===== config.mk =====
export PLATFORM = sky130hd
export DESIGN_NAME = mse_queue
export DESIGN_NICKNAME = d
export VERILOG_FILES = /design/src/hw/rtl/mse_pkg.sv /design/src/hw/rtl/mse_queue.sv
export SDC_FILE = /design/constraint.sdc
export NUM_CORES = 1
export LEC_CHECK = 0
export BUFFER_PORTS_ARGS = -buffer_cell sky130_fd_sc_hd__buf_2
export CAP_MARGIN = 20
export CORE_AREA = 2 2 94 78
export CTS_CLUSTER_SIZE = 10
export DETAILED_ROUTE_END_ITERATION = 10
export DIE_AREA = 0 0 96 80
export PLACE_DENSITY = 0.39
export RECOVER_POWER = 50
export SYNTH_ARGS = -nofsm -noshare
export SYNTH_HDL_FRONTEND = slang
export SYNTH_SLANG_ARGS = --single-unit
export TNS_END_PERCENT = 10

===== constraint.sdc =====
create_clock -name clock -period 2.8 [get_ports clock]
set_input_delay 0.56 -clock clock [delete_from_list [all_inputs] [get_ports clock]]
set_output_delay 0.56 -clock clock [all_outputs]
set_load 0.01 [all_outputs]

===== src/hw/rtl/mse_pkg.sv =====
// Shared types, constants and arithmetic helpers of the median/Sobel/contrast pixel enhancer.
package mse_pkg;

   localparam int MAX_WIDTH_DEFAULT = 1024;
   localparam int QUEUE_DEPTH = 4;
   localparam int PIX_W = 24;
   localparam int CSR_INDEX_W = 3;
   localparam int CSR_DATA_W = 16;

   localparam logic [10:0] FRAME_WIDTH_RESET = 11'd640;
   localparam logic [15:0] FRAME_HEIGHT_RESET = 16'd480;
   localparam logic [15:0] CONTRAST_GAIN_RESET = 16'd256;

   typedef enum logic [CSR_INDEX_W-1:0] {
      CSR_FRAME_WIDTH,
      CSR_FRAME_HEIGHT,
      CSR_MEDIAN_ENABLE,
      CSR_EDGE_ENABLE,
      CSR_CONTRAST_GAIN,
      CSR_BRIGHTNESS_OFFSET
   } mse_csr_type;

   typedef enum logic [3:0] {
      BK_IDLE,
      BK_WIN_IN,
      BK_MED1,
      BK_MED2,
      BK_WIN_MED,
      BK_GRAY,
      BK_GRAD,
      BK_SQ,
      BK_ROOT,
      BK_FIN
   } mse_back_state_type;

   typedef struct packed {
      logic med;
      logic emit;
      logic sobel;
      logic last;
   } mse_ctl_type;

   typedef logic [8:0][7:0] mse_nine_type;
   typedef logic [2:0][2:0][PIX_W-1:0] mse_win_type;

   localparam int MED_OPS = 19;
   localparam int MED_SPLIT = 10;
   localparam int MED_A [MED_OPS] = '{1,4,7,0,3,6,1,4,7,0,5,4,3,1,2,4,4,6,4};
   localparam int MED_B [MED_OPS] = '{2,5,8,1,4,7,2,5,8,3,8,7,6,4,5,7,2,4,2};

   // compare-exchange network, ops first..last_op; median ends in element 4
   function automatic mse_nine_type med_net(mse_nine_type v, int first, int last_op);
      mse_nine_type p;
      logic [7:0] t;
      p = v;
      for (int i = 0; i < MED_OPS; i++) begin
         if (i >= first && i <= last_op && p[MED_A[i]] > p[MED_B[i]]) begin
            t = p[MED_A[i]];
            p[MED_A[i]] = p[MED_B[i]];
            p[MED_B[i]] = t;
         end
      end
      return p;
   endfunction

   // channel k of the window: 0 red, 1 green, 2 blue
   function automatic mse_nine_type chan_nine(mse_win_type w, int k);
      mse_nine_type p;
      for (int i = 0; i < 3; i++) begin
         for (int j = 0; j < 3; j++) begin
            p[3*i+j] = w[i][j][8*k +: 8];
         end
      end
      return p;
   endfunction

   function automatic mse_win_type win_shift(mse_win_type w, logic [PIX_W-1:0] top,
                                             logic [PIX_W-1:0] mid, logic [PIX_W-1:0] pix);
      mse_win_type r;
      r = w;
      for (int i = 0; i < 3; i++) begin
         r[i][0] = w[i][1];
         r[i][1] = w[i][2];
      end
      r[0][2] = top;
      r[1][2] = mid;
      r[2][2] = pix;
      return r;
   endfunction

   // (29b+59g+11r)/100 by reciprocal multiply, with blue in p[23:16] as the window holds it
   function automatic logic [7:0] gray_of(logic [PIX_W-1:0] p);
      logic [14:0] s;
      logic [27:0] m;
      s = 15'(p[23:16]) * 15'd29 + 15'(p[15:8]) * 15'd59 + 15'(p[7:0]) * 15'd11;
      m = 28'(s) * 28'd5243;
      return m[26:19];
   endfunction

   function automatic logic [7:0] finish_chan(logic [7:0] c, logic [7:0] mag,
                                              logic [15:0] gain, logic signed [8:0] bright);
      logic [8:0] x9;
      logic [7:0] x;
      logic signed [9:0] d;
      logic signed [26:0] t;
      logic [7:0] y;
      logic signed [10:0] z;
      x9 = 9'(c) + 9'(mag);
      x = x9[8] ? 8'd255 : x9[7:0];
      d = $signed({2'b00, x}) - 10'sd128;
      t = $signed({1'b0, gain}) * d + 27'sd32768;
      if (t <= 27'sd0) begin
         y = 8'd0;
      end else if (t >= 27'sd65536) begin
         y = 8'd255;
      end else begin
         y = t[15:8];
      end
      z = $signed({3'b000, y}) + 11'(bright);
      if (z < 11'sd0) begin
         return 8'd0;
      end else if (z > 11'sd255) begin
         return 8'd255;
      end
      return z[7:0];
   endfunction

endpackage


===== src/hw/rtl/mse_queue.sv =====
// Short FIFO between the front end and the back end.
module mse_queue
   import mse_pkg::*;
#(
   parameter int DATA_W = 8
) (
   input  logic              clock,
   input  logic              reset,
   input  logic              push_valid,
   output logic              push_ready,
   input  logic [DATA_W-1:0] push_data,
   output logic              pop_valid,
   input  logic              pop_ready,
   output logic [DATA_W-1:0] pop_data
);

   localparam int QA = $clog2(QUEUE_DEPTH);
   localparam int QC = $clog2(QUEUE_DEPTH + 1);

   logic [DATA_W-1:0] slot_ff [QUEUE_DEPTH];
   logic [QA-1:0] wr_ff, wr_in, rd_ff, rd_in;
   logic [QC-1:0] count_ff, count_in;
   logic do_push, do_pop;

   always_comb begin
      push_ready = count_ff != QC'(QUEUE_DEPTH);
      pop_valid = count_ff != '0;
      pop_data = slot_ff[rd_ff];
      do_push = push_valid && push_ready;
      do_pop = pop_valid && pop_ready;
      wr_in = do_push ? wr_ff + QA'(1) : wr_ff;
      rd_in = do_pop ? rd_ff + QA'(1) : rd_ff;
      count_in = count_ff + QC'(do_push) - QC'(do_pop);
   end

   always_ff @(posedge clock) begin
      if (reset) begin
         wr_ff <= '0;
         rd_ff <= '0;
         count_ff <= '0;
      end else begin
         wr_ff <= wr_in;
         rd_ff <= rd_in;
         count_ff <= count_in;
      end
   end

   always_ff @(posedge clock) begin
      if (do_push) begin
         slot_ff[wr_ff] <= push_data;
      end
   end

endmodule


==> flow_metrics.tcl <==
set metrics [dict create \
    status "finished, final reports clean" \
    finalClockSkew_ps 4.58 \
    power.density_nw_per_um2 914 \
    wl_per_cell_um 13.7 \
    setup-tns-final_ps 0 \
    fillerInstances 674 \
    cp_num_cells 11 \
    clk_pin_slew_ps 70 \
    crit_fanout 7 \
    drv_slew 0 \
    syn-num-nets 110 \
    rsz0062_at_grt "no" \
    avgViaCountPerCell 3.98 \
    first_global_vias 816 \
    first_pass_iters 4 \
    max_slew_margin_pct 59.6 \
    fp.dieH_um 80 \
    hold_path_class "flip-flop to flip-flop" \
    numCtsBuffers 5 \
    yosysSeqAreaShare_pct 69.3 \
    clk_latency_ps 290 \
    netlist_area_sq_um 1650 \
    nNetsFinal 135 \
    reg2reg_slack_ps 490 \
    clock_sinks 41 \
    drt_iter0_markers 31 \
    crit_slowest_cell "dfxtp_1" \
    max_stage_delay_ps 460 \
    clockBufferDepth 2 \
    ys_ff_latch 41 \
    r2r_cells 11 \
    leakagePower_nw 0.669 \
    post-cts-setup-buffers 0 \
    worstSetupStartpoint "count_ff[1]" \
    r2r-end "count_ff[2]" \
    synthCells 91 \
    worst_slew_pin_slew_ps 606 \
    multiInputGateArea_sq_um 465 \
    initial_core_util_pct 24.5 \
    core_sq_um 6720 \
    synth_cell_type_count 24 \
    place_congestion 0.656 \
    yosysWarnings 0 \
    place_area_sq_um 1840 \
    synthToLayoutAreaGrowth_pct 17.5 \
    final_cells 204 \
    period_share_pct 82.4 \
    crit_end "count_ff[2]" \
    antenna_found_initial 0 \
    remaining_drc_errors 0 \
    reg2reg_from "count_ff[1]" \
    crit_buf_inv 3 \
    grt_use_total_pct 8.14 \
    critPathMostFrequentCell "inv_1" \
    vias 811 \
    fp-row-count 27 \
    critPathLaunchType "flip-flop" \
    vdd.ir_drop.worst_mv 0.231 \
    worstPathArrival_ps 2530 \
    dp.cells 196 \
    critPathKind "flip-flop to flip-flop" \
    hold_buffers 0 \
    setup_viol 0 \
    grt_max_degree 13 \
    io_buffer_count 21 \
    root_buffer "clkbuf_8" \
    min_period_ps 2310 \
    fin_area_sq_um 1930 \
    antenna_left 0 \
    cts_max_level 2 \
    cts_tree "done" \
    die_w_um 96 \
    syn_area_per_cell_sq_um 18.1 \
    cp_top_family "adder cells" \
    wirelength_um 2790 \
    timing.fmax_mhz 434 \
    antenna_cells 0 \
    design.die.area_sq_um 7680 \
    hold_violations 0 \
    crit_chain "nor2_1 -> a21boi_4 -> inv_1 -> ha_1 -> inv_1 -> ha_1 -> inv_1 -> fa_1 -> xor2_1 -> and2_2 -> nor3_2" \
    io_pins 22 \
    grt_pass1_wl_um 4340 \
    grt_overflow_total 0 \
    regArea_sq_um 1140 \
    drive_above_1_share_pct 26.5 \
    cp_data_required_time_ps 3020 \
    cts_resized 0 \
    drv_cap 0 \
    end_kind "flip-flop" \
]
-- Yosys cell counts --
cell       n  area [sq um]
a21boi_4   1          18.8
and2_1     4          25.0
and2_2     1          7.51
buf_6      1          11.3
clkbuf_1   2          7.51
dfxtp_1    9           180
edfxtp_1  32           961
fa_1       1          20.0
ha_1       6          75.1
inv_1      5          18.8
mux2_4     1          15.0
mux2i_1    1          10.0
mux4_2     8           180
nand2_1    1          3.75
nand2b_1   2          12.5
nor2_1     7          26.3
nor2_2     1          6.26
nor2b_1    1          6.26
nor3_2     1          10.0
o311ai_1   1          8.76
o31a_2     1          10.0
or3_1      1          6.26
xnor2_1    1          8.76
xor2_1     2          17.5
-- logic make-up after synthesis --
group	Yosys count	share of synthesized area [%]
AO/OA/AOI/OAI	3	2.28
XOR/XNOR	3	1.60
adder cells (fa/ha/maj)	7	5.78
buffers and inverters	8	2.28
flip-flops	41	69.3
multiplexers	10	12.5
AND/OR/NAND/NOR	19	6.31
-- final cells by class --
| type | count | area share [%] |
|---|---|---|
| flip-flops and latches | 41 | 59.0 |
| clock inverters | 2 | 1.75 |
| clock buffers | 6 | 3.75 |
| repair buffers | 21 | 4.85 |
| well taps | 87 | 5.63 |
| inverters | 5 | 0.970 |
| multi-input cells | 42 | 24.1 |
-- tightest hold or removal path: stages (launching register included) --
cell and delay [ps]:
dfxtp_1 340, nand2b_1 70, mux2i_1 60
-- state kept, by name (all words and copies together), names as in the netlist, named ones only --
register,count
slot_ff,32
rd_ff,2
count_ff,3
wr_ff,2
-- placed cells by master, fill, tap and decap left out --
master     netlist  routed
a21boi_4         1       1
and2_0           0       1
and2_1           4       3
and2_2           1       1
buf_2            0      12
bufinv_16        0       1
clkbuf_1         2      10
clkbuf_8         0       5
clkinv_1         0       1
dfxtp_1          9       9
edfxtp_1        32      32
fa_1             1       1
ha_1             6       6
inv_1            5       5
mux2_4           1       1
mux2i_1          1       1
mux4_2           8       8
nand2_1          1       1
nand2b_1         2       2
nor2_1           7       8
nor2b_1          1       1
nor3_2           1       1
o311ai_0         0       1
o31a_2           1       1
or3_1            1       1
xnor2_1          1       1
xor2_1           2       2
-- layer usage --
metal  vias up  share of wire [%]  global-route usage, %
met2        16                 49                   12.3
met4         0                2.3                   4.29
met3         5                4.9                   2.64
met1       406                 44                   10.3
met5         -                  0                      0
li1        384                  -                      -
-- worst min path at each step --
| stage | from | to | slack, ps | cells past startpoint |
|---|---|---|---|---|
| 3_5_place_dp | wr_ff[1] | wr_ff[1] | 510 | 2 |
| 5_1_grt | push_data[3] | slot_ff[1][3] | 550 | 1 |
| 4_1_cts | push_data[3] | slot_ff[1][3] | 470 | 1 |
| 2_1_floorplan | wr_ff[1] | wr_ff[1] | 480 | 2 |
| 3_3_place_gp | wr_ff[1] | wr_ff[1] | 510 | 2 |
| 6_report | wr_ff[1] | wr_ff[1] | 520 | 2 |
-- power breakdown --
group          switching, mW  leakage [nW]  internal, mW
Sequential            0.0962         0.367         0.761
Combinational          0.221         0.249         0.236
Clock                  0.193        0.0528         0.263
Total                  0.509         0.669          1.26
-- per-stage QoR --
| stage | setup slack, ps | hold slack (ps) | utilization (%) | power, mW |
|---|---|---|---|---|
| 2_1_floorplan | 616 | 482 | - | 1.20 |
| 4_1_cts | 434 | 471 | 29.0 | 1.81 |
| 3_5_place_dp | 431 | 510 | 27.4 | 1.35 |
| 6_report | 494 | 517 | 28.8 | 1.77 |
| 3_3_place_gp | 480 | 510 | 27.4 | 1.34 |
| 5_1_grt | 285 | 547 | 28.8 | 1.89 |
No activity file was read; power rests on OpenSTA's default activity.
