--- src/hw/rtl/mse_pkg.sv ---
// Shared types, constants and arithmetic helpers of the median/Sobel/contrast pixel enhancer.
package mse_pkg;

   localparam int MAX_WIDTH_DEFAULT = 1024;
   localparam int QUEUE_DEPTH = 4;
   localparam int PIX_W = 24;
   localparam int CSR_INDEX_W = 3;
   localparam int CSR_DATA_W = 16;

   localparam logic [10:0] FRAME_WIDTH_RESET = 11'd640;
   localparam logic [15:0] FRAME_HEIGHT_RESET = 16'd480;
   localparam logic [15:0] CONTRAST_GAIN_RESET = 16'd256;

   typedef enum logic [CSR_INDEX_W-1:0] {
      CSR_FRAME_WIDTH,
      CSR_FRAME_HEIGHT,
      CSR_MEDIAN_ENABLE,
      CSR_EDGE_ENABLE,
      CSR_CONTRAST_GAIN,
      CSR_BRIGHTNESS_OFFSET
   } mse_csr_type;

   typedef enum logic [3:0] {
      BK_IDLE,
      BK_WIN_IN,
      BK_MED1,
      BK_MED2,
      BK_WIN_MED,
      BK_GRAY,
      BK_GRAD,
      BK_SQ,
      BK_ROOT,
      BK_FIN
   } mse_back_state_type;

   typedef struct packed {
      logic med;
      logic emit;
      logic sobel;
      logic last;
   } mse_ctl_type;

   typedef logic [8:0][7:0] mse_nine_type;
   typedef logic [2:0][2:0][PIX_W-1:0] mse_win_type;

   localparam int MED_OPS = 19;
   localparam int MED_SPLIT = 10;
   localparam int MED_A [MED_OPS] = '{1,4,7,0,3,6,1,4,7,0,5,4,3,1,2,4,4,6,4};
   localparam int MED_B [MED_OPS] = '{2,5,8,1,4,7,2,5,8,3,8,7,6,4,5,7,2,4,2};

   // compare-exchange network, ops first..last_op; median ends in element 4
   function automatic mse_nine_type med_net(mse_nine_type v, int first, int last_op);
      mse_nine_type p;
      logic [7:0] t;
      p = v;
      for (int i = 0; i < MED_OPS; i++) begin
         if (i >= first && i <= last_op && p[MED_A[i]] > p[MED_B[i]]) begin
            t = p[MED_A[i]];
            p[MED_A[i]] = p[MED_B[i]];
            p[MED_B[i]] = t;
         end
      end
      return p;
   endfunction

   // channel k of the window: 0 red, 1 green, 2 blue
   function automatic mse_nine_type chan_nine(mse_win_type w, int k);
      mse_nine_type p;
      for (int i = 0; i < 3; i++) begin
         for (int j = 0; j < 3; j++) begin
            p[3*i+j] = w[i][j][8*k +: 8];
         end
      end
      return p;
   endfunction

   function automatic mse_win_type win_shift(mse_win_type w, logic [PIX_W-1:0] top,
                                             logic [PIX_W-1:0] mid, logic [PIX_W-1:0] pix);
      mse_win_type r;
      r = w;
      for (int i = 0; i < 3; i++) begin
         r[i][0] = w[i][1];
         r[i][1] = w[i][2];
      end
      r[0][2] = top;
      r[1][2] = mid;
      r[2][2] = pix;
      return r;
   endfunction

   // (29b+59g+11r)/100 by reciprocal multiply, with blue in p[23:16] as the window holds it
   function automatic logic [7:0] gray_of(logic [PIX_W-1:0] p);
      logic [14:0] s;
      logic [27:0] m;
      s = 15'(p[23:16]) * 15'd29 + 15'(p[15:8]) * 15'd59 + 15'(p[7:0]) * 15'd11;
      m = 28'(s) * 28'd5243;
      return m[26:19];
   endfunction

   function automatic logic [7:0] finish_chan(logic [7:0] c, logic [7:0] mag,
                                              logic [15:0] gain, logic signed [8:0] bright);
      logic [8:0] x9;
      logic [7:0] x;
      logic signed [9:0] d;
      logic signed [26:0] t;
      logic [7:0] y;
      logic signed [10:0] z;
      x9 = 9'(c) + 9'(mag);
      x = x9[8] ? 8'd255 : x9[7:0];
      d = $signed({2'b00, x}) - 10'sd128;
      t = $signed({1'b0, gain}) * d + 27'sd32768;
      if (t <= 27'sd0) begin
         y = 8'd0;
      end else if (t >= 27'sd65536) begin
         y = 8'd255;
      end else begin
         y = t[15:8];
      end
      z = $signed({3'b000, y}) + 11'(bright);
      if (z < 11'sd0) begin
         return 8'd0;
      end else if (z > 11'sd255) begin
         return 8'd255;
      end
      return z[7:0];
   endfunction

endpackage

--- src/hw/rtl/mse_front.sv ---
// Front end: tracks frame position, drops idle flushes and classifies each effective beat.
module mse_front
   import mse_pkg::*;
#(
   parameter int MAX_WIDTH = MAX_WIDTH_DEFAULT,
   localparam int AW = $clog2(MAX_WIDTH),
   localparam int DATA_W = PIX_W + 2 * AW + $bits(mse_ctl_type)
) (
   input  logic              clock,
   input  logic              reset,
   input  logic [10:0]       frame_width,
   input  logic [15:0]       frame_height,
   input  logic              median_enable,
   input  logic              edge_enable,
   input  logic              req_tvalid,
   output logic              req_tready,
   input  logic [23:0]       req_tdata,   // in_red, in_green, in_blue
   input  logic              req_tuser,   // action
   output logic              push_valid,
   input  logic              push_ready,
   output logic [DATA_W-1:0] push_data
);

   localparam int CW = $clog2(MAX_WIDTH + 1);
   localparam int CW1 = CW + 1;
   localparam int PW = CW + 2;

   logic [CW-1:0] in_col_ff, in_col_in, out_col_ff, out_col_in;
   logic [15:0] in_row_ff, in_row_in, out_row_ff, out_row_in;
   logic [PW-1:0] pend_ff, pend_in;

   logic [CW-1:0] w_eff, cc;
   logic [15:0] h_eff;
   logic in_done, drop, step;
   logic [PIX_W-1:0] pix;
   logic [AW-1:0] laddr, maddr;
   logic signed [17:0] cr;
   logic [16:0] orow_n;
   mse_ctl_type ctl;

   always_ff @(posedge clock) begin
      if (reset) begin
         in_col_ff <= '0;
         in_row_ff <= '0;
         out_col_ff <= '0;
         out_row_ff <= '0;
         pend_ff <= '0;
      end else begin
         in_col_ff <= in_col_in;
         in_row_ff <= in_row_in;
         out_col_ff <= out_col_in;
         out_row_ff <= out_row_in;
         pend_ff <= pend_in;
      end
   end

   always_comb begin
      if (frame_width == 11'd0) begin
         w_eff = CW'(1);
      end else if (int'(frame_width) > MAX_WIDTH) begin
         w_eff = CW'(MAX_WIDTH);
      end else begin
         w_eff = CW'(frame_width);
      end
      h_eff = (frame_height == 16'd0) ? 16'd1 : frame_height;

      in_done = in_row_ff >= h_eff;
      drop = !in_done && req_tuser;
      req_tready = push_ready;
      push_valid = req_tvalid && !drop;
      step = req_tvalid && push_ready && !drop;

      pix = in_done ? '0 : {req_tdata[7:0], req_tdata[15:8], req_tdata[23:16]};
      laddr = (int'(in_col_ff) < MAX_WIDTH) ? in_col_ff[AW-1:0] : '0;
      cc = (in_col_ff == '0) ? w_eff - CW'(1) : in_col_ff - CW'(1);
      maddr = (int'(cc) < MAX_WIDTH) ? cc[AW-1:0] : '0;
      cr = $signed({2'b00, in_row_ff}) - 18'sd1 - ((in_col_ff == '0) ? 18'sd1 : 18'sd0);

      ctl.med = median_enable && cr >= 18'sd1 && cr <= $signed({2'b00, h_eff}) - 18'sd2 &&
                cc != '0 && CW1'(cc) + CW1'(2) <= CW1'(w_eff);
      ctl.sobel = edge_enable && out_row_ff != 16'd0 && 17'(out_row_ff) + 17'd2 <= 17'(h_eff) &&
                  out_col_ff != '0 && CW1'(out_col_ff) + CW1'(2) <= CW1'(w_eff);
      ctl.last = (17'(out_row_ff) + 17'd1 == 17'(h_eff)) &&
                 (CW1'(out_col_ff) + CW1'(1) == CW1'(w_eff));
      ctl.emit = pend_ff >= PW'({w_eff, 1'b0}) + PW'(2);

      push_data = {pix, laddr, maddr, ctl};

      in_col_in = in_col_ff;
      in_row_in = in_row_ff;
      out_col_in = out_col_ff;
      out_row_in = out_row_ff;
      pend_in = pend_ff;
      orow_n = 17'(out_row_ff);

      if (step) begin
         if (CW1'(in_col_ff) + CW1'(1) >= CW1'(w_eff)) begin
            in_col_in = '0;
            if (!in_done) begin
               in_row_in = in_row_ff + 16'd1;
            end
         end else begin
            in_col_in = in_col_ff + CW'(1);
         end

         if (!ctl.emit) begin
            pend_in = pend_ff + PW'(1);
         end else begin
            if (CW1'(out_col_ff) + CW1'(1) >= CW1'(w_eff)) begin
               out_col_in = '0;
               orow_n = 17'(out_row_ff) + 17'd1;
            end else begin
               out_col_in = out_col_ff + CW'(1);
            end
            out_row_in = orow_n[15:0];
            if (orow_n >= 17'(h_eff)) begin
               in_col_in = '0;
               in_row_in = '0;
               out_col_in = '0;
               out_row_in = '0;
               pend_in = '0;
            end
         end
      end
   end

endmodule

--- config.mk ---
export PLATFORM = sky130hd
export DESIGN_NAME = mse_front
export DESIGN_NICKNAME = d
export VERILOG_FILES = /design/src/hw/rtl/mse_pkg.sv /design/src/hw/rtl/mse_front.sv
export SDC_FILE = /design/constraint.sdc
export NUM_CORES = 1
export LEC_CHECK = 0
export BUFFER_PORTS_ARGS = -buffer_cell sky130_fd_sc_hd__buf_2
export CORE_AREA = 2 2 116 146
export CTS_CLUSTER_SIZE = 12
export DETAILED_ROUTE_END_ITERATION = 10
export DIE_AREA = 0 0 118 148
export PLACE_DENSITY = 0.81
export SYNTH_ARGS = -nofsm -noshare
export SYNTH_HDL_FRONTEND = slang
export SYNTH_SLANG_ARGS = --single-unit
--- constraint.sdc ---
create_clock -name clock -period 6 [get_ports clock]
set_input_delay 0.6 -clock clock [delete_from_list [all_inputs] [get_ports clock]]
set_output_delay 0.6 -clock clock [all_outputs]
set_load 0.005 [all_outputs]
==> results of run 1 <==
[Yosys cell counts, types with 6 or more instances]
| library cell | n |
|---|---|
| or3_1 | 14 |
| a31oi_1 | 23 |
| xor2_1 | 62 |
| inv_1 | 42 |
| nand3_1 | 61 |
| a21oi_1 | 61 |
| clkbuf_1 | 48 |
| nor2_1 | 140 |
| a21o_1 | 25 |
| and2_1 | 34 |
| nand2_1 | 83 |
| a22oi_1 | 7 |
| nor2b_1 | 27 |
| o21a_1 | 12 |
| nor4_1 | 19 |
| a211oi_1 | 8 |
| ha_1 | 136 |
| nand2b_1 | 17 |
| nor4b_1 | 6 |
| xnor2_1 | 102 |
| nor3_1 | 35 |
| dfxtp_1 | 67 |
| buf_1 | 7 |
| o21ai_0 | 42 |
| and3_1 | 35 |
| nand4_1 | 38 |
| buf_2 | 12 |
[flip-flops by register name (all words and copies together), names as in the netlist]
register    flops
out_row_ff     16
in_col_ff      11
out_col_ff     11
pend_ff        13
in_row_ff      16
[repair_timing]
| action | CTS | global route |
|---|---|---|
| endpoints found under the setup margin | 1 | 25 |
| setup buffers | 3 | 3 |
| resized for setup | 0 | 13 |
| pin swaps | 0 | 1 |
[per-stage QoR]
stage | cells | setup WS, ns | hold slack, ns | cell area (um2)
after floorplan | 1275 | 0.602 | 0.443 | 9580
after global placement | 1570 | 0.285 | 0.463 | 10400
after detailed placement | 1570 | 0.245 | 0.474 | 10400
after CTS | 1589 | 0.0204 | 0.481 | 10800
after global routing | 1592 | -0.222 | 0.535 | 10800
final | 1592 | 0.0721 | 0.482 | 10800
[power groups by stage]
stage / sequential (mW) / clock (mW) / combinational, mW
2_1_floorplan: 0.458 / 0 / 0.249
3_3_place_gp: 0.460 / 0 / 0.367
3_5_place_dp: 0.460 / 0 / 0.374
4_1_cts: 0.450 / 0.600 / 0.379
5_1_grt: 0.450 / 0.623 / 0.430
6_report: 0.450 / 0.596 / 0.389
[final cells by class]
| type | instances | area [um2] |
|---|---|---|
| Inverter | 42 | 158 |
| Multi-Input combinational cell | 1094 | 7830 |
| Sequential cell | 67 | 1340 |
| Timing Repair Buffer | 157 | 923 |
| Tap cell | 216 | 270 |
| Fill cell | 1440 | 5220 |
| Clock buffer | 10 | 239 |
| Clock inverter | 6 | 88.8 |
[routing by layer]
| metal | routed length, um | part of all wire (%) |
|---|---|---|
| met4 | 1390 | 4.9 |
| met3 | 1580 | 5.5 |
| met5 | 0 | 0 |
| met1 | 11900 | 42 |
| met2 | 13700 | 48 |
[kinds of logic (layout without fill, tap and decap cells)]
family,after synthesis,after routing,share of synthesized area [%]
AND/OR/NAND/NOR,541,541,29.7
AO/OA/AOI/OAI,241,241,17.0
XOR/XNOR,168,168,15.8
adder cells (fa/ha/maj),137,137,17.9
buffers and inverters,114,215,4.90
flip-flops,67,67,14.0
multiplexers,6,6,0.666
other,1,1,0.0392
[path summary, 6_finish.rpt]
check	depth (start not counted)	slack (ns)	start	end
worst min register to register	1	0.48	pend_ff[12]	pend_ff[12]
worst min-delay path	1	0.48	pend_ff[12]	pend_ff[12]
worst max-delay path	22	0.07	in_col_ff[1]	push_data[3]
worst max register to register	25	0.39	out_col_ff[1]	in_col_ff[1]
==> summary.txt, run 1 <==
Outcome
  • Result of the run: completed

Yosys
  • Unique cell type count in the Yosys netlist: just under 90
  • Number of flops mapped to enable cells by yosys: 0
  • Synth Warn #: 0
  • Async S/R FF share, synth: 0%
  • Synth Net Count: around 1500
  • Synth Register Bits: 67
  • Synth top area share: between 15 and 20%
  • Post-Syn Instances: 1275
  • Post-synthesis sequential area ratio: 14.0%
  • Post-Syn Area: about 9600 um2
  • Mapped Avg Cell Area: roughly 7.5 um2
  • Synth Flop Type: dfxtp_1
  • Synth top area cells: ha_1 18%, dfxtp_1 14%, xnor2_1 9.3%
  • Synth area leader: ha_1

Power
  • P_sw: between 0.4 and 0.5 mW
  • Clock Power Share: 41.5%
  • Int Pwr: roughly 0.99 mW
  • Switching Fraction: between 30% and 40%
  • Leakage: ~5 nW
  • Part of the power in combinational logic: ~27%
  • Maximum vdd drop: 0.000121 V
  • Total Power: 1.44 mW
  • Pwr dens: between 100 and 150 nW/um2
  • Sequential Power Share: between 30% and 40%

Job
  • Max_cap viols: 0

Final layout
  • Util after Layout: between 60% and 70%
  • Nets: about 1600
  • Layout cells sized above 1: between 10% and 20%
  • Commonest non-fill, non-tap cell in the layout: nor2_1
  • Area Overhead vs Synth: 13.2%
  • Most frequent cells in the layout: 139 x nor2_1, 134 x ha_1, 107 x buf_2, 102 x xnor2_1, 83 x nand2_1
  • Number of diodes: 0

Global routing
  • Vias in the first global route: between 9000 and 10000
  • Largest net degree at the start of global routing: 28
  • Met1 usage: between 30 and 40%
  • First-pass GRT wire length: around 47000 um
  • GRT met3 Usage: under 10%
  • Met2 usage: 56.3%
  • Overflow left after global routing: 0
  • Overall routing resource usage: 32.7%
  • Layer with the highest usage: met2
  • Initial antenna violation count: 0

STA
  • Fin crit share: between 90% and 100%
  • Peak Freq: 169 MHz
  • Min cycle time layout: ~5.9 ns
  • Setup TNS: 0 ns
  • Max_slew headroom: 11.9%
  • Post-Route Skew: 0.00927 ns
  • Final setup violation count: 0
  • Final Hold Fails: 0
  • Unrepaired setup endpoints after global routing: yes
  • Max Slew Vio Count: 0
  • Slew @ Worst Pin: about 1.3 ns

Clock network
  • CTS tree: done
  • CTS Buf Count: 9
  • Clk slew on worst S/H paths: around 0.060 ns
  • Clock Sinks: 67
  • Clk root buf: clkbuf_16
  • Clock buffer depth: 2
  • Hold Buf Count CTS: 0
  • H-tree levels: 3
  • Clock latency on the worst-skew pair: between 0.3 and 0.4 ns

Floorplanning
  • Die W: 118 um
  • Die area: approximately 17000 um2
  • Starting Density: between 50% and 60%
  • Boundary pin count: ~110
  • Die Ht: about 150 um
  • Core ar.: between 15000 and 20000 um2
  • Site Rows: between 50 and 60

Placement
  • Port bufs: 107
  • GPL Wtd Cong: 0.998
  • Final HPWL from detailed placement: roughly 23000 um

Worst setup path
  • Crit path largest cell delay: 0.52 ns
  • Critical path peak fanout: 8
  • Critical Path Sink Type: output port
  • Worst path cell trace: inv_1 -> ha_1 -> nor4b_4 -> and3_4 -> mux2i_2 -> ha_2 -> or4b_4 -> nor2_2 -> o21ai_2 -> or4_4 -> xnor2_2 -> or3b_4 -> nor2_1 -> nand2_1 -> xnor2_1 -> ha_1 -> and3_1 -> nand4_1 -> nor2_1 -> a221o_1 -> a21oi_1 -> buf_2
  • Setup CP Type: reg2out
  • Critical path's slowest cell: or4_4
  • Critical Path RT: approximately 5.4 ns
  • Worst Path Buf+Inv: 2
  • CP arrival: around 5.3 ns
  • Startpoint Class: register
  • Delay-heaviest family, CP: simple AND/OR/NAND/NOR gates

Route
  • Residual DRC: 0
  • Post-DRT Antenna Nets: 0
  • Initial DRC count: around 810
  • First drt pass iteration count: 6
  • Vias: about 9800
  • DR vias/cell: 6.13
  • WL/cell: 17.9 um
  • WL final: roughly 29000 um

Worst hold path
  • Worst min path class: reg2reg
Note: power is estimated with default switching activity, not from simulation.
==> inputs of run 2 (changes only) <==
--- a/config.mk
+++ b/config.mk
@@ -10,7 +10,8 @@
 export CTS_CLUSTER_SIZE = 12
 export DETAILED_ROUTE_END_ITERATION = 10
 export DIE_AREA = 0 0 118 148
-export PLACE_DENSITY = 0.81
+export HOLD_SLACK_MARGIN = 0.1
+export PLACE_DENSITY = 0.87
 export SYNTH_ARGS = -nofsm -noshare
 export SYNTH_HDL_FRONTEND = slang
 export SYNTH_SLANG_ARGS = --single-unit
==> run 2 against run 1 <==
Sequential share of layout area barely moved. Die area did not move. Largest cell class unchanged. Total power fell by 0.80%. Maximum frequency rose by 0.56%. Critical endpoint unchanged. Clock-buffer cell count rose by 2. Largest power group unchanged. Critical path depth fell by 2.
==> summary.txt, run 2 (synthesized netlist as in run 1, its figures left out) <==
Outcome
  • Result of the run: completed

STA
  • Peak Freq: about 170 MHz
  • Max_slew headroom: between 20% and 30%
  • Slew @ Worst Pin: about 1.2 ns
  • Unrepaired setup endpoints after global routing: yes
  • Max Slew Vio Count: 0
  • Setup TNS: 0 ns
  • Final Hold Fails: 0
  • Min cycle time layout: roughly 6 ns
  • Hold Slack: 0.510 ns
  • Post-Route Skew: around 0.0078 ns
  • Final setup violation count: 0
  • Fin worst setup slack: 0.105 ns
  • Fin crit share: 98.2%

Clock network
  • Clock latency on the worst-skew pair: 0.36 ns
  • CTS Buf Count: 9
  • Clock Sinks: 67
  • CTS tree: done
  • H-tree levels: 3
  • Clk root buf: clkbuf_16
  • Clock buffer depth: 2
  • Clk slew on worst S/H paths: 0.06 ns

Placement
  • Dpl ws: between 0.2 and 0.3 ns
  • Post-Place Cells: 1570
  • GPL Wtd Cong: 1.01
  • Final HPWL from detailed placement: ~23000 um
  • Port bufs: between 100 and 150
  • Placed Area: around 10000 um2

Power
  • Clock Power Share: 40.3%
  • Part of the power in combinational logic: between 20% and 30%
  • Switching Fraction: approximately a third
  • Total Power: about 1.4 mW
  • Maximum vdd drop: about 0.00012 V
  • Sequential Power Share: roughly a third
  • Leakage: 4.87 nW
  • Int Pwr: about 1 mW
  • Pwr dens: between 100 and 150 nW/um2
  • P_sw: around 0.45 mW

Final layout
  • Most frequent cells in the layout: 138 x nor2_1, 133 x ha_1, 107 x buf_2, 102 x xnor2_1, 83 x nand2_1
  • Layout cells sized above 1: roughly 16%
  • Util after Layout: about 67%
  • Final Cell Area: approximately 11000 um2
  • Area Overhead vs Synth: 13.2%
  • Nets: 1563
  • Number of diodes: 0
  • Commonest non-fill, non-tap cell in the layout: nor2_1
  • Post-Layout Cell Count: between 1500 and 2000
  • Biggest regs: in_row_ff x16, out_row_ff x16, pend_ff x13

Floorplanning
  • Die area: between 15000 and 20000 um2
  • Boundary pin count: about 110
  • Core ar.: approximately 16000 um2
  • Die W: 118 um
  • Starting Density: between 50 and 60%
  • Site Rows: 52
  • Die Ht: 148 um

Worst hold path
  • Worst min path class: reg2reg
  • Hold Path Stages: 1

Worst setup path
  • Critical Path RT: approximately 5.4 ns
  • Critical Path Sink Type: output port
  • Critical path peak fanout: 11
  • R2R cell count: 24
  • Startpoint Class: register
  • CP arrival: approximately 5.3 ns
  • Setup CP Type: reg2out

Route
  • WL/cell: 18.3 um
  • Residual DRC: 0
  • Post-DRT Antenna Nets: 0
  • WL final: ~29000 um
  • First drt pass iteration count: 6
  • Vias: 9905
  • Initial DRC count: 794
  • DR vias/cell: 6.23

Global routing
  • Overflow left after global routing: 0
  • Vias in the first global route: 9565
  • Overall routing resource usage: ~33%
  • Initial antenna violation count: 0
  • Largest net degree at the start of global routing: 28
  • First-pass GRT wire length: between 40000 and 50000 um

Job
  • Max_cap viols: 0
run 2: power groups by stage:
stage	Sequential, mW	Combinational (mW)	Clock (mW)
after global routing	0.450	0.439	0.592
after floorplan	0.458	0.249	0
after global placement	0.459	0.369	0
final	0.450	0.400	0.573
after detailed placement	0.459	0.379	0
after CTS	0.450	0.384	0.576
run 2: worst paths after layout:
path                  from            to  slack (ns)
max           in_col_ff[8]  push_data[3]        0.11
min             pend_ff[4]    pend_ff[4]        0.51
max reg2reg  out_col_ff[1]    pend_ff[9]        0.37
min reg2reg     pend_ff[4]    pend_ff[4]        0.51
run 2: metal layers:
layer	wire (um)	track usage (%)	vias up
met5	0	0	-
met4	1460	18.4	0
met3	1860	4.98	103
met2	14200	57.5	424
met1	11500	38.8	4629
li1	-	-	4749
run 2: timing repair:
action | in CTS | in global routing
hold buffers | 0 | 0
buffers inserted | 1 | 3
pin swaps | 0 | 5
gates resized for setup | 2 | 18
endpoints found under the setup margin | 1 | 16
run 2: layout make-up:
type / count / area [um2]
Clock buffer: 12 / 267
Multi-Input combinational cell: 1094 / 7850
Timing Repair Buffer: 155 / 908
Inverter: 42 / 158
Clock inverter: 4 / 47.5
Tap cell: 216 / 270
Sequential cell: 67 / 1340
Fill cell: 1346 / 5230
run 2: critical path, stage by stage, from the launching register on:
cell	delay (ns)
dfxtp_1	0.45
nor4_4	0.35
and3_4	0.29
mux2i_4	0.27
ha_4	0.17
or4b_4	0.48
nor2_4	0.11
o21ai_2	0.08
or4_4	0.52
xnor2_2	0.16
or3b_4	0.41
nor2_1	0.11
nand2_1	0.07
xnor2_1	0.15
ha_1	0.30
and3_1	0.18
nand4_1	0.09
nor2_1	0.07
a221o_1	0.34
a21oi_2	0.19
buf_2	0.14
==> inputs of run 3 (changes only) <==
--- a/config.mk
+++ b/config.mk
@@ -5,13 +5,14 @@
 export SDC_FILE = /design/constraint.sdc
 export NUM_CORES = 1
 export LEC_CHECK = 0
+export ABC_AREA = 1
 export BUFFER_PORTS_ARGS = -buffer_cell sky130_fd_sc_hd__buf_2
-export CORE_AREA = 2 2 116 146
+export CORE_AREA = 2 2 115 145
 export CTS_CLUSTER_SIZE = 12
 export DETAILED_ROUTE_END_ITERATION = 10
-export DIE_AREA = 0 0 118 148
+export DIE_AREA = 0 0 117 147
 export HOLD_SLACK_MARGIN = 0.1
-export PLACE_DENSITY = 0.87
+export PLACE_DENSITY = 0.88
 export SYNTH_ARGS = -nofsm -noshare
 export SYNTH_HDL_FRONTEND = slang
 export SYNTH_SLANG_ARGS = --single-unit
==> run 3 against run 2 <==
Worst setup slack better by 0.46 ns. Register-to-register slack better by 0.41 ns. Die area is 1.5% lower. Clock-buffer cell count is 3 lower. Via count is 5.7% higher. Combinational power is 34% higher. Clock skew is 0.0085 ns higher. Critical path depth is 4 higher. Maximum frequency is 8.5% higher. Sequential share of layout area is 0.36 points higher. Global-route usage is 1.4 points lower.
==> summary.txt, run 3 <==
Outcome
  • Result of the run: completed

Yosys
  • Post-Syn Instances: roughly 1500
  • Async S/R FF share, synth: 0%
  • Post-synthesis sequential area ratio: between 10% and 20%
  • Synth Flop Type: dfxtp_1
  • Mapped Avg Cell Area: ~6.3 um2
  • Post-Syn Area: around 9500 um2
  • Synth top area share: about 18%
  • Synth area leader: ha_1
  • Compound-gate portion of the synthesized area: between 10 and 15%
  • Synth Register Bits: 67
  • Most frequent cell after synthesis: nand2_1
  • Synth top area cells: ha_1 18%, dfxtp_1 14%, nand2_1 10%
  • Unique cell type count in the Yosys netlist: 53
  • Synth Net Count: between 1500 and 2000
  • Synth Warn #: 0
  • Largest family of logic cells by synthesized area: simple AND/OR/NAND/NOR gates
  • Synth Area in Adders: about 18%
  • Simple-gate share of the synthesized area: 33.3%
  • Number of flops mapped to enable cells by yosys: 0
  • Xor/xnor share of the synthesized area: 9.95%
  • Synth cell count leaders: 258 x nand2_1, 210 x inv_1, 194 x nor2_1
  • Mux cell area share after synthesis: 0%

Clock network
  • CTS Buf Count: 9
  • CTS resizes: 0
  • Clock Sinks: 67
  • Clk root buf: clkbuf_16
  • Clk slew on worst S/H paths: 0.06 ns
  • Hold Buf Count CTS: 0
  • Clock latency on the worst-skew pair: between 0.3 and 0.4 ns
  • H-tree levels: 3
  • Clock buffer depth: 2
  • CTS tree: done
  • Setup bufs post-CTS: 0

Power
  • Part of the power in combinational logic: 34.6%
  • Pwr dens: between 100 and 150 nW/um2
  • Switching Fraction: between 30% and 40%
  • Clock Power Share: 36.2%
  • Maximum vdd drop: between 0.00015 and 0.0002 V
  • Int Pwr: slightly below 1 mW
  • Leakage: around 5.2 nW
  • P_sw: roughly 0.57 mW
  • Sequential Power Share: about 30%

Worst setup path
  • Startpoint Class: register
  • CP arrival: 4.83 ns
  • Critical Path RT: around 5.4 ns
  • Setup CP Type: reg2out
  • R2R cell count: 28
  • Critical path peak fanout: 8
  • Critical Path Sink Type: output port

Final layout
  • Reg area: about 1300 um2
  • Area Overhead vs Synth: 11.1%
  • Number of diodes: 0
  • Commonest non-fill, non-tap cell in the layout: nand2_1
  • Nets: around 1800
  • Most frequent cells in the layout: 258 x nand2_1, 210 x inv_1, 193 x nor2_1, 136 x ha_1, 129 x a21oi_1
  • FILL cells: about 1400
  • Biggest regs: in_row_ff x16, out_row_ff x16, pend_ff x13
  • Layout cells sized above 1: ~12%
  • Post-Layout Cell Count: about 1800
  • Multi-input gate area: between 7000 and 8000 um2

Route
  • WL final: between 20000 and 30000 um
  • DR vias/cell: approximately 5.7
  • Post-DRT Antenna Nets: 0
  • First drt pass iteration count: 8
  • Initial DRC count: a little over 900
  • WL/cell: approximately 15 um
  • Residual DRC: 0
  • Vias: 10469

Global routing
  • Vias in the first global route: roughly 9600
  • Largest net degree at the start of global routing: between 50 and 60
  • Overflow left after global routing: 0
  • Overall routing resource usage: 31.6%
  • Initial antenna violation count: 0
  • First-pass GRT wire length: 43900 um

Placement
  • Port bufs: about 110
  • Post-Place Cells: between 1500 and 2000
  • GPL Wtd Cong: around 1
  • Final HPWL from detailed placement: about 22000 um

Floorplanning
  • Die area: between 15000 and 20000 um2
  • Core ar.: between 15000 and 20000 um2
  • Site Rows: 52
  • Die W: about 120 um
  • Die Ht: about 150 um
  • Boundary pin count: roughly 110
  • Starting Density: between 50% and 60%

STA
  • Final Hold Fails: 0
  • Hold Slack: 0.492 ns
  • Max_slew headroom: a little over a third
  • Max Slew Vio Count: 0
  • Post-Route Skew: ~0.016 ns
  • Slew @ Worst Pin: roughly 0.97 ns
  • Peak Freq: between 150 and 200 MHz
  • Setup TNS: 0 ns
  • Unrepaired setup endpoints after global routing: no
  • Min cycle time layout: 5.43 ns
  • Fin crit share: 90.5%
  • Final setup violation count: 0

Worst hold path
  • Worst min path class: reg2reg
  • Hold Path Stages: 2

Job
  • Max_cap viols: 0
run 3: changes by cell type after synthesis, sizes merged, moves of 40 or more:
cell / change
a21oi: +66
inv: +179
nand2: +190
nor2: +63
o21ai: +40
xnor2: -93
run 3: area by class of cell:
cell class | instances | share of cell area, %
Clock buffer | 9 | 2.14
Multi-Input combinational cell | 1188 | 68.0
Inverter | 222 | 7.91
Clock inverter | 7 | 0.760
Timing Repair Buffer | 119 | 5.93
Sequential cell | 67 | 12.7
Tap cell | 216 | 2.56
run 3: per-layer routing:
metal	global-route usage, %	vias up	routed length, um
met5	0	-	0
met4	17.2	0	1530
met3	4.62	115	1980
met2	56.0	492	13200
met1	35.6	4679	10700
li1	-	5183	-
run 3: final timing paths:
| kind | slack, ns | to | startpoint |
|---|---|---|---|
| setup / recovery | 0.57 | push_data[3] | in_col_ff[0] |
| hold / removal | 0.49 | pend_ff[1] | pend_ff[1] |
| setup reg to reg | 0.78 | pend_ff[2] | out_col_ff[6] |
| hold reg to reg | 0.49 | pend_ff[1] | pend_ff[1] |
run 3: metrics by stage:
step	cell area (um2)	utilization, %	total power [mW]	setup slack (ns)
floorplan	9490	-	0.833	1.68
global route	10500	66.1	1.64	0.138
global placement	10200	64.2	0.973	0.598
finish	10500	66.1	1.55	0.568
detailed placement	10200	64.2	0.985	0.412
CTS	10500	66.1	1.54	0.555
run 3: power by group through the flow:
stage	clock network (mW)	registers (mW)	logic [mW]
5_1_grt	0.581	0.452	0.607
6_report	0.559	0.452	0.535
3_5_place_dp	0	0.462	0.523
3_3_place_gp	0	0.462	0.512
4_1_cts	0.559	0.452	0.528
2_1_floorplan	0	0.460	0.372
run 3: cell families after synthesis:
family,Yosys count
buffers and inverters,257
AO/OA/AOI/OAI,247
adder cells (fa/ha/maj),136
AND/OR/NAND/NOR,697
XOR/XNOR,107
other,1
flip-flops,67
run 3: critical path, cell delays in order, from the launching register on:
cell and delay, ns:
dfxtp_1 0.33, inv_1 0.19, ha_1 0.23, nand3_1 0.13, nor2_4 0.32, ha_1 0.24
ha_1 0.17, nand2_1 0.08, nor4_1 0.42, nand2_1 0.17, nor2_1 0.16, xor2_1 0.19
inv_1 0.08, ha_1 0.32, nand4_1 0.12, nor2_1 0.07, o21a_1 0.17, o21ai_0 0.14
o211ai_1 0.12, xor2_1 0.15, a31oi_1 0.08, nor2_1 0.12, nand3_1 0.17, a21oi_1 0.21
buf_2 0.15
